$ cat config.mk
export PLATFORM = sky130hd
export DESIGN_NAME = ffrc_back
export DESIGN_NICKNAME = d
export VERILOG_FILES = /design/src/sv/ffrc_pkg.sv /design/src/sv/ffrc_back.sv
export SDC_FILE = /design/constraint.sdc
export NUM_CORES = 1
export LEC_CHECK = 0
export ABC_CLOCK_PERIOD_IN_PS = 3700
export BUFFER_PORTS_ARGS = -buffer_cell sky130_fd_sc_hd__buf_2
export CAP_MARGIN = 20
export CORE_MARGIN = 2
export CORE_UTILIZATION = 25
export CTS_BUF_LIST = sky130_fd_sc_hd__clkbuf_4
export DETAILED_ROUTE_END_ITERATION = 10
export PLACE_DENSITY = 0.5
export SYNTH_ARGS = -nofsm -noshare
export SYNTH_HDL_FRONTEND = slang
export SYNTH_SLANG_ARGS = --single-unit
$ cat constraint.sdc
create_clock -name clk_i -period 3.7 [get_ports clk_i]
set_clock_uncertainty 0.15 [all_clocks]
set_input_delay 0.37 -clock clk_i [delete_from_list [all_inputs] [get_ports clk_i]]
set_output_delay 0.37 -clock clk_i [all_outputs]
set_load 0.1 [all_outputs]
$ cat src/sv/ffrc_pkg.sv
package ffrc_pkg;

  // Frame layout
  localparam logic [7:0] HDR0      = 8'hAA;
  localparam logic [7:0] HDR1      = 8'h55;
  localparam logic [7:0] BYTE_MASK = 8'hFF;
  localparam int unsigned CMD_POS  = 4;
  localparam int unsigned LEN_POS  = 6;
  localparam int unsigned PAY_POS  = 8;

  // At most this many payload results per frame
  localparam int unsigned MAX_OUT = 16;

  // Frame queue between front and back; one payload bank per slot
  localparam int unsigned QUEUE_DEPTH = 2;

  typedef logic bank_t;

  typedef enum logic [1:0] {
    ST_OK       = 2'd0,
    ST_HDR_ERR  = 2'd1,
    ST_SUM_ERR  = 2'd2,
    ST_CLAMPED  = 2'd3
  } status_e;

  // One finished frame, as handed from front to back
  typedef struct packed {
    status_e     status;
    logic [7:0]  command;
    logic [4:0]  length;
    logic [4:0]  n_bytes;
  } frame_desc_t;

endpackage

$ cat src/sv/ffrc_back.sv
module ffrc_back
  import ffrc_pkg::*;
#(
  parameter int unsigned STORE_DEPTH = 16,
  parameter int unsigned STORE_AW    = 4
) (
  input  logic                clk_i,
  input  logic                rst_ni,
  input  logic                head_valid_i,
  input  frame_desc_t         head_i,
  input  bank_t               rd_bank_i,
  output logic                pop_o,
  input  logic                st_wr_en_i,
  input  bank_t               st_wr_bank_i,
  input  logic [STORE_AW-1:0] st_wr_addr_i,
  input  logic [7:0]          st_wr_data_i,
  output logic                out_valid_o,
  input  logic                out_stall_i,
  output logic [1:0]          status_o,
  output logic [7:0]          command_o,
  output logic [4:0]          payload_length_o,
  output logic [7:0]          payload_byte_o,
  output logic [3:0]          payload_index_o,
  output logic                byte_present_o,
  output logic                last_o
);

  logic [7:0] store_q [QUEUE_DEPTH][STORE_DEPTH];
  logic [7:0] rdata_q;

  logic [3:0] k_q;
  logic       s1_valid_q, out_valid_q;
  status_e    s1_status_q;
  logic [7:0] s1_command_q;
  logic [4:0] s1_length_q;
  logic [3:0] s1_index_q;
  logic       s1_present_q, s1_last_q;

  logic       out_load, s1_free, issue, is_last, has_bytes;

  assign has_bytes = (head_i.n_bytes != 5'd0);
  assign is_last   = !has_bytes || ({1'b0, k_q} == head_i.n_bytes - 5'd1);
  assign out_load  = s1_valid_q && (!out_valid_q || !out_stall_i);
  assign s1_free   = !s1_valid_q || out_load;
  assign issue     = head_valid_i && s1_free;
  assign pop_o     = issue && is_last;

  // Payload banks: written by the front, read one word per result with a byte
  always_ff @(posedge clk_i) begin
    if (st_wr_en_i) begin
      store_q[st_wr_bank_i][st_wr_addr_i] <= st_wr_data_i;
    end
    if (issue && has_bytes) begin
      rdata_q <= store_q[rd_bank_i][k_q[STORE_AW-1:0]];
    end
  end

  // Step through the results of the head frame
  always_ff @(posedge clk_i or negedge rst_ni) begin
    if (!rst_ni) begin
      k_q         <= '0;
      s1_valid_q  <= 1'b0;
      out_valid_q <= 1'b0;
    end else begin
      if (issue) begin
        k_q <= is_last ? 4'd0 : k_q + 4'd1;
      end
      if (s1_free) begin
        s1_valid_q <= issue;
      end
      if (out_load) begin
        out_valid_q <= 1'b1;
      end else if (!out_stall_i) begin
        out_valid_q <= 1'b0;
      end
    end
  end

  // Carry result fields alongside the read
  always_ff @(posedge clk_i) begin
    if (issue) begin
      s1_status_q  <= head_i.status;
      s1_command_q <= head_i.command;
      s1_length_q  <= head_i.length;
      s1_index_q   <= has_bytes ? k_q : 4'd0;
      s1_present_q <= has_bytes;
      s1_last_q    <= is_last;
    end
  end

  // Output register; hold while stalled
  always_ff @(posedge clk_i) begin
    if (out_load) begin
      status_o         <= s1_status_q;
      command_o        <= s1_command_q;
      payload_length_o <= s1_length_q;
      payload_byte_o   <= s1_present_q ? rdata_q : 8'h00;
      payload_index_o  <= s1_index_q;
      byte_present_o   <= s1_present_q;
      last_o           <= s1_last_q;
    end
  end

  assign out_valid_o = out_valid_q;

  a_k_needs_head : assert property (@(posedge clk_i) disable iff (!rst_ni)
    (k_q != 4'd0) |-> head_valid_i)
    else $error("result counter runs without a frame");

  a_error_single : assert property (@(posedge clk_i) disable iff (!rst_ni)
    (out_valid_o && (status_o == ST_HDR_ERR || status_o == ST_SUM_ERR))
      |-> (last_o && !byte_present_o))
    else $error("error result is not a single final word");

  a_pop_on_last : assert property (@(posedge clk_i) disable iff (!rst_ni)
    pop_o |=> (k_q == 4'd0))
    else $error("result counter not cleared after frame");

endmodule

**Yosys cells after proc, flatten, opt, wreduce, memory -nomap -nowiden**

Memories as Yosys holds them, arrays and structs flattened.
Index checks and enable logic that the tools add are counted.

- $add $sub $neg: 2
- $mul: 0
- Div/mod/pow operators: 0
- $lt $le $gt $ge: 3
- Equal/unequal tests: 2
- Shift operators: 0
- Multiplexer cells: 10
- Bitwise logic cells: 2
- Reductions and logical operators: 13

Operator list:

| cell | number |
|---|---|
| two-way mux 128 bit | 1 |
| binary-select mux 8 bit (select 4 bit) | 1 |
| demux 8 bit (select 4 bit) | 1 |
| two-way mux 8 bit | 3 |
| >= comparator 5 bit, second input constant | 2 |
| NOT 4 -> 5 bit | 2 |
| == test 4 x 5 -> 1 bit | 1 |
| logical AND 1 bit | 5 |
| < comparator 5 x 1 -> 1 bit, second input constant | 1 |
| nonzero test 5 bit | 1 |
| subtractor 5 x 1 -> 5 bit, second input constant | 1 |
| adder 4 x 1 -> 4 bit, second input constant | 1 |
| logical NOT 1 bit | 4 |
| two-way mux 4 bit | 1 |
| logical OR 1 bit | 3 |
| two-way mux 1 bit | 3 |
| != test 2 x 1 -> 1 bit, second input constant | 1 |

- Flip-flop bits (word level): 64
- Bits in latches: 0
- Bits in writable memories: 256
- ROM bits: 0
- Output and inout port bits: 31
- Word-level logic and storage cells: 50
- Memories: 1

Memory list:

| memory | depth | width | read ports | clocked after memory_dff | wr ports | RTL line | text |
|---|---|---|---|---|---|---|---|
| store_q | 2 | 128 | 1 | 0 | 1 | ffrc_back.sv:28 | `logic [7:0] store_q [QUEUE_DEPTH][STORE_DEPTH];` |

**Logic depth before layout (Yosys ltp)**

- Depth after elaboration: 6
- Depth in mapped cells: 7

**Worst setup path after synthesis**

Ideal clock, no wire load.

- Kind: register to register
- Start: register out_valid_q, in the netlist out_valid_o
- End: register byte_present_o (enable)
- Data arrival time: 3051 ps
- Required time: 3090 ps
- Path slack: 40 ps
- Stages on the path, launching flop included: 2
- Clock period less this slack: 3660 ps
- Path through: dfrtp_1 a21boi_0

- Cells in the longest elaborated chain, start to end: 3

RTL lines:

| item | RTL line | text |
|---|---|---|
| start, declared | ffrc_back.sv:32 | `logic s1_valid_q, out_valid_q;` |
| start signal, assigned | ffrc_back.sv:63 | `out_valid_q <= 1'b0;` |
| start signal, assigned | ffrc_back.sv:72 | `out_valid_q <= 1'b1;` |
| start signal, assigned | ffrc_back.sv:74 | `out_valid_q <= 1'b0;` |
| logical NOT 1 bit | ffrc_back.sv:43 | `assign out_load = s1_valid_q && (!out_valid_q \|\| !out_stall_i);` |
| logical OR 1 bit | ffrc_back.sv:43 |  |
| logical AND 1 bit | ffrc_back.sv:43 |  |
| via out_load | ffrc_back.sv:39 | `logic out_load, s1_free, issue, is_last, has_bytes;` |
| end signal, assigned | ffrc_back.sv:99 | `byte_present_o <= s1_present_q;` |
| end, declared | ffrc_back.sv:24 | `output logic byte_present_o,` |

The timed path passes the listed nets, and every way through them passes these cells.
A chain may end at the register's enable or synchronous reset.

**Worst setup path in the final report**

- Start: register k_q[1]
- End: output pop_o

- Cells in the longest elaborated chain, start to end: 3

RTL lines:

| item | RTL line | text |
|---|---|---|
| start, declared | ffrc_back.sv:31 | `logic [3:0] k_q;` |
| start signal, assigned | ffrc_back.sv:66 | `k_q <= is_last ? 4'd0 : k_q + 4'd1;` |
| == test 4 x 5 -> 1 bit | ffrc_back.sv:42 | `assign is_last = !has_bytes \|\| ({1'b0, k_q} == head_i.n_bytes - 5'd1);` |
| logical OR 1 bit | ffrc_back.sv:42 |  |
| via is_last | ffrc_back.sv:39 |  |
| logical AND 1 bit | ffrc_back.sv:46 | `assign pop_o = issue && is_last;` |
| end, declared | ffrc_back.sv:12 | `output logic pop_o,` |

The timed path passes the listed nets, and every way through them passes these cells.

==> impl_metrics.toml <==
[route]
wl_per_cell_um = 18.9
drt_iter0_drc = 426
first_pass_iters = 4
ant_nets = 0
routed_via_density = 4.20
drc = 0
vias = 5798
drt-total-wl_um = 26000

[timing]
finalHoldViolCount = 0
slew_headroom_pct = 35.6
fin_crit_ns = 3.33
worst_pin_slew_ns = 0.962
holdWs_ns = 0.115
fin_ws_ns = 0.366
slew_violations = 0
min_period_over_period_pct = 90.1
fmax_mhz = 300
finalSetupViolCount = 0
grt_setup_unrepaired = "no"
setup_tns_ns = 0

[pwr]
power_leakage_nw = 4.75
max-vdd-ir-drop_mv = 0.199
power.total_mw = 8.64
power_density_nw_per_um2 = 591

[worst_hold_path]
hold_class = "primary input to flip-flop"

[critical_path]
worstPathCellList = "xnor2_1, nor3_1, a21oi_1, o21ai_1, and2_1, buf_12"
setup.worst_path.start_class = "flip-flop"
crit_buf_inv = 1
cp_top_family = "flip-flops"
crit_type = "flip-flop to output port"
arrival_ns = 2.81
critPathSlowestCell = "dfrtp_1"
crit_required_ns = 3.18
end_kind = "output port"
crit_fanout = 13
max_stage_delay_ns = 0.73

[synthesis]
yosysWarnings = 0
yosys.area.top_type = "edfxtp_1"
async_flop_share_pct = 1.88
synth_seq_cells = 320
ys_top_cells_by_area = "edfxtp_1 78%, mux4_2 15%, dfrtp_1 1.2%"
avgSynthCellArea_um2 = 23.0
synth_area_um2 = 12100
syn_nets = 567
synth_top_flop_cell = "edfxtp_1"
synth.distinct_cells = 30
synth_top_area_share_pct = 77.8
synth_edf_count = 314
synth_seq_area_share_pct = 79.1
netlist_instances = 526

[clock_network]
cts_tree = "built"
postCtsSetupBuffers = 0
insertion_delay_ns = 0.76
cts_max_path_buffers = 3
clk_pin_slew_ns = 0.07
cts_root_buf = "clkbuf_4"
cts.sinks = 320
numCtsBuffers = 85
cts_htree_levels = 3

[die]
die_y_um = 224
rows = 80
start_util_pct = 25.4
die-width_um = 224
die_area_um2 = 50200
coreArea_um2 = 47700
io_pins = 70

[final_layout]
stdcell_area_um2 = 14600
final_util_pct = 30.6
fin_nets = 742
area_growth_pct = 20.7
fillers = 4615
final-instance-count-excl-fill = 1380
drive_gt1_share_pct = 39.9

[global_route]
grt_first_pass_wirelength_um = 39100
grt_pass1_vias = 6138
grt-ovfl-total = 0
grtUsageTotal_pct = 10.7
grt_max_degree = 68
antenna_found_initial = 7

[placement]
gp_congestion = 0.736
dp_slack_ns = 0.804
dpl.hpwl_um = 16200
placed_cells = 1197
placedInstanceArea_um2 = 13200
port_buffers = 69

[job]
cap_violations = 0

[run_status]
status = "complete, no violations"
-- synth_stat cells, types with 2 or more instances --
cell type / n
ha_1: 2
nand3_1: 5
nor2b_1: 5
nor3_1: 3
xnor2_1: 3
inv_1: 4
buf_4: 6
nor2_1: 34
dfrtp_1: 6
buf_2: 2
mux4_2: 80
buf_1: 4
clkbuf_1: 8
and2_1: 9
nand2b_1: 2
a21oi_1: 4
nand2_1: 7
mux2_2: 8
or3b_2: 3
nand3b_1: 5
o21ai_0: 4
edfxtp_1: 314
-- kinds of logic (layout without fill, tap and decap cells) --
group                      after synthesis  count (layout)  share of synthesized area [%]
DFF                                    320             320                           79.1
muxes                                   88              88                           15.6
and+or+nand+nor                         75              75                           3.07
buffers and inverters                   25             259                           1.04
AOI/OAI and AO/OA                       11              11                          0.516
xor gates and xnor gates                 5               5                          0.485
adders and majority gates                2               2                          0.207
other                                    0               5                              0
-- where the power goes --
part / internal [mW] / total [mW] / switching, mW
sequential: 4.17 / 4.25 / 0.0801
clock: 1.59 / 3.00 / 1.41
combinational: 0.573 / 1.39 / 0.818
total: 6.33 / 8.64 / 2.31
-- layout make-up --
type	instances	area (um^2)	area share, %
diodes	5	12.5	0.0856
clock buffers	123	923	6.31
clock inverters	23	130	0.890
inverters	4	15.0	0.103
multi-input cells	181	2410	16.5
flip-flops and latches	320	9580	65.5
well taps	615	769	5.26
repair buffers	109	781	5.34
-- layer usage --
metal,track usage (%),wire [um],up-vias
met5,0,34,-
met3,3.71,1850,50
met1,13.6,11400,2954
met4,5.33,632,6
li1,-,-,2609
met2,16.2,12100,179
-- worst reg2reg max path: cells and delay by family, from the launching register on --
kind / cells / cell delay, ns
buf+inv: 1 / 0.31
flops: 1 / 0.42
mux: 3 / 1.37
-- path summary, 6_finish.rpt --
path                                            from                     endpoint  slack (ns)  cells after the start
setup / recovery                  k_q[1]$_DFFE_PN0P_                        pop_o        0.37                      6
setup reg to reg                  k_q[0]$_DFFE_PN0P_         rdata_q[7]$_DFFE_PP_        1.23                      4
hold reg to reg            s1_command_q[4]$_DFFE_PP_       command_o[4]$_DFFE_PP_        0.26                      0
max in group asynchronous                     rst_ni           k_q[0]$_DFFE_PN0P_        2.63                      3
hold / removal                             head_i[2]  s1_index_q[0]$_SDFFCE_PN0P_        0.12                      4
min in group asynchronous                     rst_ni           k_q[1]$_DFFE_PN0P_        0.46                      3
-- repair_timing --
item                                   4_1_cts  5_1_grt
setup endpoints to repair                    1        0
hold buffers                                32        0
gates resized for setup                      1        0
endpoints found under the hold margin      290        0
-- cell usage in the layout, fill, tap and decap left out, types with 4 or more instances in the layout --
master	n
dlygate4sd3_1	32
mux4_2	80
diode_2	5
inv_1	4
nand3_1	5
edfxtp_1	314
buf_12	4
clkbuf_4	123
buf_4	6
nor2_1	34
mux2_2	8
clkinv_1	13
and2_1	9
a21oi_1	4
nand3b_1	5
nor2b_1	5
buf_2	67
nand2_1	7
dfrtp_1	5
clkinv_2	4
-- sequential cells by signal, summed over array words and instances (netlist names), 2 cells and up --
signal and cells:
store_q 256, command_o 8, payload_byte_o 8, rdata_q 8
s1_command_q 8, payload_length_o 5, s1_length_q 5, k_q 4
payload_index_o 4, s1_index_q 4, s1_status_q 2, status_o 2
Note: power is estimated with default switching activity, not from simulation.
